==> src/rtl/rrq_pkg.sv <==
// Shared types, request and status codes for the round-robin run queue.
package rrq_pkg;

    localparam int RRQ_DEPTH_DEFAULT = 16;
    localparam int ID_W              = 16;

    // request codes
    localparam logic [1:0] REQ_ADD    = 2'd0;
    localparam logic [1:0] REQ_REMOVE = 2'd1;
    localparam logic [1:0] REQ_NEXT   = 2'd2;

    // status codes
    localparam logic [2:0] ST_OK        = 3'd0;
    localparam logic [2:0] ST_EMPTY     = 3'd1;
    localparam logic [2:0] ST_FROZEN    = 3'd2;
    localparam logic [2:0] ST_FULL      = 3'd3;
    localparam logic [2:0] ST_NOT_FOUND = 3'd4;
    localparam logic [2:0] ST_DUPLICATE = 3'd5;

    // per-cell operations broadcast along the row
    localparam logic [2:0] OP_HOLD       = 3'd0;
    localparam logic [2:0] OP_SHIFT_IN   = 3'd1;
    localparam logic [2:0] OP_MOVE_FRONT = 3'd2;
    localparam logic [2:0] OP_DELETE     = 3'd3;
    localparam logic [2:0] OP_ROTATE     = 3'd4;

    typedef struct packed {
        logic [ID_W-1:0] tid;
        logic [ID_W-1:0] pid;
        logic            occ;
    } cell_link_t;

    typedef struct packed {
        logic [2:0]      op;
        logic [ID_W-1:0] tid;
        logic [ID_W-1:0] pid;
    } cell_cmd_t;

endpackage

==> src/rtl/rrq_cell.sv <==
// One queue slot: holds an identity, compares it and moves it to or from its neighbours.
module rrq_cell (
    input  logic               clk,
    input  logic               rst_n,
    input  rrq_pkg::cell_cmd_t cmd,
    input  rrq_pkg::cell_link_t left,
    input  rrq_pkg::cell_link_t right,
    input  rrq_pkg::cell_link_t head,
    input  logic               seen_in,
    output rrq_pkg::cell_link_t self,
    output logic               seen_out
);
    import rrq_pkg::*;

    logic [ID_W-1:0] tid_reg, tid_next;
    logic [ID_W-1:0] pid_reg, pid_next;
    logic            occ_reg, occ_next;
    logic            match;

    assign match    = occ_reg && (tid_reg == cmd.tid) && (pid_reg == cmd.pid);
    assign seen_out = seen_in | match;

    assign self.tid = tid_reg;
    assign self.pid = pid_reg;
    assign self.occ = occ_reg;

    always_comb
    begin
        tid_next = tid_reg;
        pid_next = pid_reg;
        occ_next = occ_reg;
        case (cmd.op)
            OP_SHIFT_IN:
            begin
                tid_next = left.tid;
                pid_next = left.pid;
                occ_next = left.occ;
            end
            OP_MOVE_FRONT:
            begin
                // slots up to and including the old position take the left word
                if (!seen_in)
                begin
                    tid_next = left.tid;
                    pid_next = left.pid;
                end
            end
            OP_DELETE:
            begin
                if (seen_out)
                begin
                    tid_next = right.tid;
                    pid_next = right.pid;
                    occ_next = right.occ;
                end
            end
            OP_ROTATE:
            begin
                if (right.occ)
                begin
                    tid_next = right.tid;
                    pid_next = right.pid;
                end
                else if (occ_reg)
                begin
                    // last occupied slot receives the old head
                    tid_next = head.tid;
                    pid_next = head.pid;
                end
            end
            default:
            begin
            end
        endcase
    end

    always_ff @(posedge clk or negedge rst_n)
    begin
        if (!rst_n)
            occ_reg <= 1'b0;
        else
            occ_reg <= occ_next;
    end

    always_ff @(posedge clk)
    begin
        tid_reg <= tid_next;
        pid_reg <= pid_next;
    end

endmodule

==> src/rtl/round_robin_run_queue.sv <==
// The result word of an accepted request is registered in the output register.
// Throughput: one request per cycle unless the output stalls; every slot updates in parallel.
// The match search ripples through the row of slots, so the row length sets the clock path.
// Reset: asynchronous, active low; empties the queue and clears the output valid.
// Slot contents are not reset; only the occupied flags are.
module round_robin_run_queue #(
    parameter int QUEUE_DEPTH = rrq_pkg::RRQ_DEPTH_DEFAULT
) (
    input  logic                     clk,
    input  logic                     rst_n,
    input  logic                     in_valid,
    output logic                     in_ready,
    input  logic [1:0]               req_type,
    input  logic [rrq_pkg::ID_W-1:0] thread_id,
    input  logic [rrq_pkg::ID_W-1:0] process_id,
    input  logic                     instant,
    input  logic                     thawed,
    input  logic                     frozen,
    output logic                     out_valid,
    input  logic                     out_ready,
    output logic [2:0]               status,
    output logic                     has_thread,
    output logic [rrq_pkg::ID_W-1:0] out_thread_id,
    output logic [rrq_pkg::ID_W-1:0] out_process_id
);
    import rrq_pkg::*;

    cell_link_t      slot  [QUEUE_DEPTH];
    cell_link_t      left  [QUEUE_DEPTH];
    cell_link_t      right [QUEUE_DEPTH];
    logic            seen  [QUEUE_DEPTH+1];
    cell_cmd_t       cmd;
    logic            accept;
    logic            found;
    logic            full;
    logic            empty;

    logic            out_valid_reg, out_valid_next;
    logic [2:0]      status_reg, status_next;
    logic            has_reg, has_next;
    logic [ID_W-1:0] otid_reg, otid_next;
    logic [ID_W-1:0] opid_reg, opid_next;

    assign in_ready = !out_valid_reg || out_ready;
    assign accept   = in_valid && in_ready;
    assign seen[0]  = 1'b0;
    assign found    = seen[QUEUE_DEPTH];
    assign full     = slot[QUEUE_DEPTH-1].occ;
    assign empty    = !slot[0].occ;

    genvar gi;
    generate
        for (gi = 0; gi < QUEUE_DEPTH; gi++)
        begin : g_cell
            if (gi == 0)
            begin : g_first
                assign left[gi] = '{tid: thread_id, pid: process_id, occ: 1'b1};
            end
            else
            begin : g_mid_l
                assign left[gi] = slot[gi-1];
            end
            if (gi == QUEUE_DEPTH-1)
            begin : g_last
                assign right[gi] = '0;
            end
            else
            begin : g_mid_r
                assign right[gi] = slot[gi+1];
            end

            rrq_cell u_cell (
                .clk      (clk),
                .rst_n    (rst_n),
                .cmd      (cmd),
                .left     (left[gi]),
                .right    (right[gi]),
                .head     (slot[0]),
                .seen_in  (seen[gi]),
                .self     (slot[gi]),
                .seen_out (seen[gi+1])
            );
        end
    endgenerate

    always_comb
    begin
        cmd.op          = OP_HOLD;
        cmd.tid         = thread_id;
        cmd.pid         = process_id;
        out_valid_next  = out_valid_reg && !out_ready;
        status_next     = status_reg;
        has_next        = has_reg;
        otid_next       = otid_reg;
        opid_next       = opid_reg;
        if (accept)
        begin
            out_valid_next = 1'b1;
            status_next    = ST_OK;
            has_next       = 1'b0;
            otid_next      = '0;
            opid_next      = '0;
            case (req_type)
                REQ_ADD:
                begin
                    if (frozen)
                        status_next = ST_FROZEN;
                    else if (found && instant && !thawed)
                        cmd.op = OP_MOVE_FRONT;
                    else if (found)
                        status_next = ST_DUPLICATE;
                    else if (full)
                        status_next = ST_FULL;
                    else
                        cmd.op = OP_SHIFT_IN;
                end
                REQ_REMOVE:
                begin
                    if (found)
                        cmd.op = OP_DELETE;
                    else
                        status_next = ST_NOT_FOUND;
                end
                REQ_NEXT:
                begin
                    if (empty)
                        status_next = ST_EMPTY;
                    else
                    begin
                        cmd.op    = OP_ROTATE;
                        has_next  = 1'b1;
                        otid_next = slot[0].tid;
                        opid_next = slot[0].pid;
                    end
                end
                default:
                begin
                end
            endcase
        end
    end

    always_ff @(posedge clk or negedge rst_n)
    begin
        if (!rst_n)
            out_valid_reg <= 1'b0;
        else
            out_valid_reg <= out_valid_next;
    end

    always_ff @(posedge clk)
    begin
        status_reg <= status_next;
        has_reg    <= has_next;
        otid_reg   <= otid_next;
        opid_reg   <= opid_next;
    end

    assign out_valid      = out_valid_reg;
    assign status         = status_reg;
    assign has_thread     = has_reg;
    assign out_thread_id  = otid_reg;
    assign out_process_id = opid_reg;

endmodule

==> config.mk <==
export PLATFORM = sky130hd
export DESIGN_NAME = round_robin_run_queue
export DESIGN_NICKNAME = d
export VERILOG_FILES = /design/src/rtl/rrq_pkg.sv /design/src/rtl/rrq_cell.sv /design/src/rtl/round_robin_run_queue.sv
export SDC_FILE = /design/constraint.sdc
export NUM_CORES = 2
export LEC_CHECK = 0
export BUFFER_PORTS_ARGS = -buffer_cell sky130_fd_sc_hd__buf_2
export CAP_MARGIN = 20
export CORE_MARGIN = 2
export CORE_UTILIZATION = 40
export CTS_BUF_LIST = sky130_fd_sc_hd__clkbuf_16
export CTS_CLUSTER_DIAMETER = 80
export CTS_CLUSTER_SIZE = 8
export DETAILED_ROUTE_END_ITERATION = 7
export GPL_ROUTABILITY_DRIVEN = 0
export MAX_ROUTING_LAYER = met4
export PLACE_DENSITY = 0.63
export SYNTH_ARGS = -nofsm -noshare
export SYNTH_HDL_FRONTEND = slang
export SYNTH_SLANG_ARGS = --single-unit
==> constraint.sdc <==
create_clock -name clk -period 5.55 [get_ports clk]
set_input_delay 0.555 -clock clk [delete_from_list [all_inputs] [get_ports clk]]
set_output_delay 0.555 -clock clk [all_outputs]
set_load 0.005 [all_outputs]
# Yosys cells after proc, flatten, opt, wreduce, memory -nomap -nowiden
# Index checks and enable logic that the tools add are counted.
# op_classes
n_bitwise	15
muxes	172
eq_ne	70
div_mod_pow	0
add_sub_neg	0
shift	0
magnitude_cmp	0
mul	0
reduce_logical	78
# op_table
cell	count
16-bit case mux with 4 select lines	30
16-bit two-way mux	91
16-bit equality test	32
16-bit case mux with 3 select lines	2
2-bit AND reduction	32
3-bit by 1-bit inequality test with 1-bit output, second input constant	14
1-bit logical AND	36
2-bit by 1-bit inequality test with 1-bit output, second input constant	17
1-bit case mux with 2 select lines	16
1-bit two-way mux	21
3-bit two-way mux	6
3-bit case mux with 3 select lines	2
1-bit bitwise OR	15
2-bit two-way mux	4
3-bit by 2-bit equality test with 1-bit output, second input constant	2
4-bit nonzero test	1
3-bit by 1-bit equality test with 1-bit output, second input constant	1
3-bit equality test, second input constant	1
1-bit logical NOT	3
3-bit AND reduction	1
3-bit nonzero test	1
2-bit by 1-bit equality test with 1-bit output, second input constant	1
2-bit equality test, second input constant	1
2-bit logical NOT	1
4 further kinds	4
# totals
out_inout_bits	38
latch_bits	0
inputBits	41
elab_cells	388
mem_bits_rw	0
regBits	565
romBits	0
memories	0

# Logic depth before layout (Yosys ltp)
# depth
word_depth	28
ltp_mapped	17
mapped_depth_nobuf	10

# Hierarchy
# Synthesis repeated with hierarchy kept, for this count alone.
# unflattened
hier_cells	2833
area_unflattened_um2	32916.6
# modules_own_cells
mod	area_per_inst_um2	n_inst	seq_area_each_um2	cells_per_inst
rrq_cell	1963.1	16	985.9	171
round_robin_run_queue	1506.4	1	1106.1	97

# Worst setup path before layout
# No wires, ideal clock.
# synth_path
path_type	input to register
startpoint	in thread_id[4] (netlist name)
endpoint	reg g_cell[15].u_cell.pid_reg[0], enable pin
path_slack_ns	0.567
required_ns	5.125
path_stages	12
arrival_ns	4.558
path_cell_list	buf_6 > buf_6 > xor2_1 > or4b_1 > or4_1 > or4b_1 > nand4_1 > or4b_1 > buf_6 > nand2_2 > a31oi_4 > nor2b_1
# synth_via
elab_chain_len	27
word_cells_on_any_way	79
# synth_lines
element	line	rtl
from (decl)	round_robin_run_queue.sv:14	input logic [rrq_pkg::ID_W-1:0] thread_id,
16-bit equality test	rrq_cell.sv:20	assign match = occ_reg && (tid_reg == cmd.tid) && (pid_reg == cmd.pid);
1-bit logical AND (2 in a row)	rrq_cell.sv:20	
1-bit bitwise OR (14 in a row)	rrq_cell.sv:21	assign seen_out = seen_in | match;
1-bit bitwise OR (*)	rrq_cell.sv:21	
1-bit logical AND (2 in a row)	round_robin_run_queue.sv:108	else if (found && instant && !thawed)
2-bit two-way mux	round_robin_run_queue.sv:108	
2-bit two-way mux	round_robin_run_queue.sv:106	if (frozen)
3-bit case mux with 3 select lines	round_robin_run_queue.sv:103	case (req_type)
3-bit two-way mux	round_robin_run_queue.sv:96	if (accept)
3-bit equality test, or another cell as far along	rrq_cell.sv:32	case (cmd.op)
2-bit by 1-bit inequality test with 1-bit output (no line), or another cell as far along	-	
3-bit AND reduction (no line) (*)	-	
to (signal assigned)	rrq_cell.sv:88	pid_reg <= pid_next;
to (decl)	rrq_cell.sv:16	logic [ID_W-1:0] pid_reg, pid_next;
# Mark *: on every way between the ends. The rest lies on a longest branch, timed or not.
# A chain may end at the register's enable or synchronous reset.

# Worst setup path in the final report
# layout_path
startpoint	reg g_cell[4].u_cell.tid_reg[13]
endpoint	reg g_cell[13].u_cell.pid_reg[14], data pin
# layout_via
elab_chain_len	23
word_cells_on_any_way	30
# layout_lines
element	line	rtl
from (decl)	rrq_cell.sv:15	logic [ID_W-1:0] tid_reg, tid_next;
from (signal assigned)	rrq_cell.sv:87	tid_reg <= tid_next;
16-bit equality test (*)	rrq_cell.sv:20	
1-bit logical AND (*) (2 in a row)	rrq_cell.sv:20	
1-bit bitwise OR (*) (9 in a row)	rrq_cell.sv:21	
1-bit bitwise OR (3 in a row)	rrq_cell.sv:21	
1-bit logical AND (2 in a row)	round_robin_run_queue.sv:108	
2-bit two-way mux	round_robin_run_queue.sv:108	
2-bit two-way mux	round_robin_run_queue.sv:106	
3-bit case mux with 3 select lines	round_robin_run_queue.sv:103	
3-bit two-way mux	round_robin_run_queue.sv:96	
3-bit equality test, or another cell as far along	rrq_cell.sv:32	
16-bit case mux with 4 select lines (*)	rrq_cell.sv:32	
via g_cell[13].u_cell.pid_next[14]	rrq_cell.sv:16	
to (signal assigned)	rrq_cell.sv:88	
to (decl)	rrq_cell.sv:16	
# The timed path passes the listed nets; every way through them passes the cells marked *.

==> impl_metrics.json <==
{
  "rsz0062_at_grt": "false",
  "p_per_area_nw_per_um2": 259,
  "cts_sinks": 565,
  "syn_avg_cell_area_um2": 9.83,
  "synthCells": 4327,
  "synth_most_common_cell": "edfxtp_1",
  "top_usage_layer": "met2",
  "path_cells": "xor2_1 > nor4b_1 > nand4_1 > nor3_1 > or4_1 > nor4_4 > a21oi_2 > o22ai_1 > nand2_1 > o221ai_1",
  "layout-drive-gt1-share_pct": 10.7,
  "dr.pass1.iters": 8,
  "htreeDepth": 3,
  "worstHoldStart": "in_valid",
  "path_buf_inv": 0,
  "worst_pin_slew_ns": 1.04,
  "violations": "design-rule violations",
  "synth-edff-count": 548,
  "die_h_um": 330,
  "synth_top_family_by_area": "compound AO/OA/AOI/OAI gates",
  "cts_root_buf": "clkbuf_16",
  "grt_overflow": 0,
  "hold_depth": 2,
  "drv_cap": 0,
  "initial_core_util_pct": 40.4,
  "synthXorXnorAreaFrac_pct": 10.5,
  "track_usage_pct": 36.9,
  "place_inst": 5576,
  "ir_worst_vdd_mv": 0.210,
  "leakage_uw": 0.0167,
  "ys_ff_latch": 565,
  "yosysWarnings": 0,
  "worstPathMaxFanout": 14,
  "drc": 23,
  "timing.fmax_mhz": 208,
  "critPathArrivalTime_ns": 5.27,
  "hold_end": "out_valid$_DFF_PN0_",
  "worstHoldPathType": "in2reg",
  "cp_top_family": "simple AND/OR/NAND/NOR gates",
  "grt_antenna_before_repair": 6,
  "final_cells": 5705,
  "dieArea_um2": 109000,
  "reg2reg_from": "g_cell[4].u_cell.tid_reg[13]$_DFFE_PP_",
  "clockBufferDepth": 3,
  "area_growth_pct": 10.1,
  "port_buffers": 78,
  "synth_top_flop_cell": "edfxtp_1",
  "end_kind": "flip-flop",
  "maxSlewViolCount": 0,
  "ys_top_cells_by_area": "edfxtp_1 39%, xor2_1 8.5%, a221o_1 7.0%, mux2i_1 6.8%, nand2_1 4.2%",
  "hpwlAfterDp_um": 134000,
  "fin_tns_setup_ns": 0,
  "r2r_end": "g_cell[13].u_cell.pid_reg[14]$_DFFE_PP_",
  "finClkSkew_ns": 0.0350,
  "status": "finished, violations left",
  "cts_buffers": 81,
  "crit_slowest_cell": "nor4_4",
  "async_reset_ff_share_pct": 3.01,
  "grt_pass1_vias": 37400,
  "die_w_um": 330,
  "synth_cell_types": 77,
  "ant_nets": 0,
  "crit_type": "reg2reg",
  "grt_use_met1_pct": 46.9,
  "synth.net_count": 4368,
  "synth-seq-area-share_pct": 39.7,
  "rrSetupSlack_ns": 0.75,
  "finalCriticalPeriod_ns": 4.80,
  "maxSlewHeadroom_pct": 29.9,
  "wl_um": 201000,
  "insertion_delay_ns": 0.68,
  "io_pins": 79,
  "cts_setup_buffers": 0,
  "yosysTopAreaCellShare_pct": 38.7,
  "setup_viol": 0,
  "num-nets-final": 4311,
  "synth_area_leader_cell": "edfxtp_1",
  "synthSimpleGateAreaFrac_pct": 15.0,
  "rows": 119,
  "route.vias.total": 41100,
  "clk_pin_slew_worst_paths_ns": 0.05,
  "drt_iter0_markers": 7659,
  "start_kind": "flip-flop",
  "yosys.area_share.adder_pct": 0,
  "avgRoutedWirePerCell_um": 35.2,
  "grt_max_degree": 80,
  "vias_per_cell": 7.21,
  "hold_viol_final": 0,
  "required_ns": 6.02,
  "period_share_pct": 86.4,
  "core_region_area_um2": 105000,
  "fillers": 9930,
  "synth_area_um2": 42500,
  "grt_use_met3_pct": 11.5,
  "yosys-top-cells-count": "548 x edfxtp_1, 472 x nand2_1, 414 x xor2_1",
  "synth_compound_area_share_pct": 21.8,
  "r2r_cells": 10,
  "cpPeakStageDelay_ns": 0.95,
  "grt_pass1_wl_um": 283000,
  "use_met2_pct": 50.3,
  "cts_tree": "done",
  "synthMuxAreaShare_pct": 7.01
}
-- how the worst max path moves through the flow --
| stage | from | end | cells after the start |
|---|---|---|---|
| after floorplan | thread_id[4] | g_cell[15].u_cell.pid_reg[0]$_DFFE_PP_ | 12 |
| after global placement | process_id[15] | g_cell[13].u_cell.pid_reg[14]$_DFFE_PP_ | 12 |
| after global routing | g_cell[3].u_cell.pid_reg[9]$_DFFE_PP_ | g_cell[13].u_cell.tid_reg[7]$_DFFE_PP_ | 11 |
| after CTS | g_cell[4].u_cell.tid_reg[13]$_DFFE_PP_ | g_cell[13].u_cell.pid_reg[12]$_DFFE_PP_ | 10 |
| final | g_cell[4].u_cell.tid_reg[13]$_DFFE_PP_ | g_cell[13].u_cell.pid_reg[14]$_DFFE_PP_ | 10 |
| after detailed placement | thread_id[15] | g_cell[13].u_cell.pid_reg[12]$_DFFE_PP_ | 12 |
-- metrics by stage --
step	total power, µW	hold WS [ns]	worst slack (ns)	util [%]	area (µm²)
final	12100	0.103	0.753	44.4	46800
after global routing	12400	0.112	0.669	44.4	46800
after CTS	12000	0.0847	1.01	44.4	46800
after detailed placement	7380	0.529	0.537	42.2	44500
after global placement	7360	0.523	0.640	42.2	44500
after floorplan	6640	0.259	0.567	-	42500
-- cell type report --
| type | instances | area, µm² | share of cell area [%] |
|---|---|---|---|
| flip-flops and latches | 565 | 16900 | 36.1 |
| multi-input cells | 3243 | 23200 | 49.5 |
| well taps | 1391 | 1740 | 3.72 |
| inverters | 93 | 349 | 0.745 |
| diodes | 6 | 15.0 | 0.0321 |
| repair buffers | 286 | 2360 | 5.03 |
| clock buffers | 82 | 2050 | 4.38 |
| clock inverters | 39 | 233 | 0.497 |
-- cell usage in the layout, fill, tap and decap left out, types with 81 or more instances in the layout --
master and count:
a21o_1 100, a21oi_1 89, a221o_1 298, and2_1 81, buf_4 175, clkbuf_16 82
edfxtp_1 548, inv_1 123, mux2i_1 290, nand2_1 471, nand3_1 130, nor2_1 182
nor4_1 177, o2bb2ai_1 141, xnor2_1 92, xor2_1 414
-- logic make-up (layout without fill, tap and decap cells) --
group                     Yosys count  after routing
and+or+nand+nor                  1295           1295
AOI/OAI and AO/OA                1144           1144
DFF                               565            565
buffers and inverters             519            500
xor gates and xnor gates          507            507
muxes                             297            297
other                               0              6
-- where the power goes --
part           internal (µW)  switching [µW]
logic                    826            1370
registers               4900             335
clock network           2680            2030
-- routing by layer --
metal  up-vias  part of all wire, %
met3       888                   16
met5         -                    0
met1     19700                   36
met2      3954                   40
met4         0                  8.0
li1      16600                    -
-- repair_timing --
| item | 4_1_cts | 5_1_grt |
|---|---|---|
| resized for setup | 0 | 0 |
| hold buffers | 1 | 0 |
| hold endpoints to repair | 17 | 0 |
(Power assumes the default switching activity.)
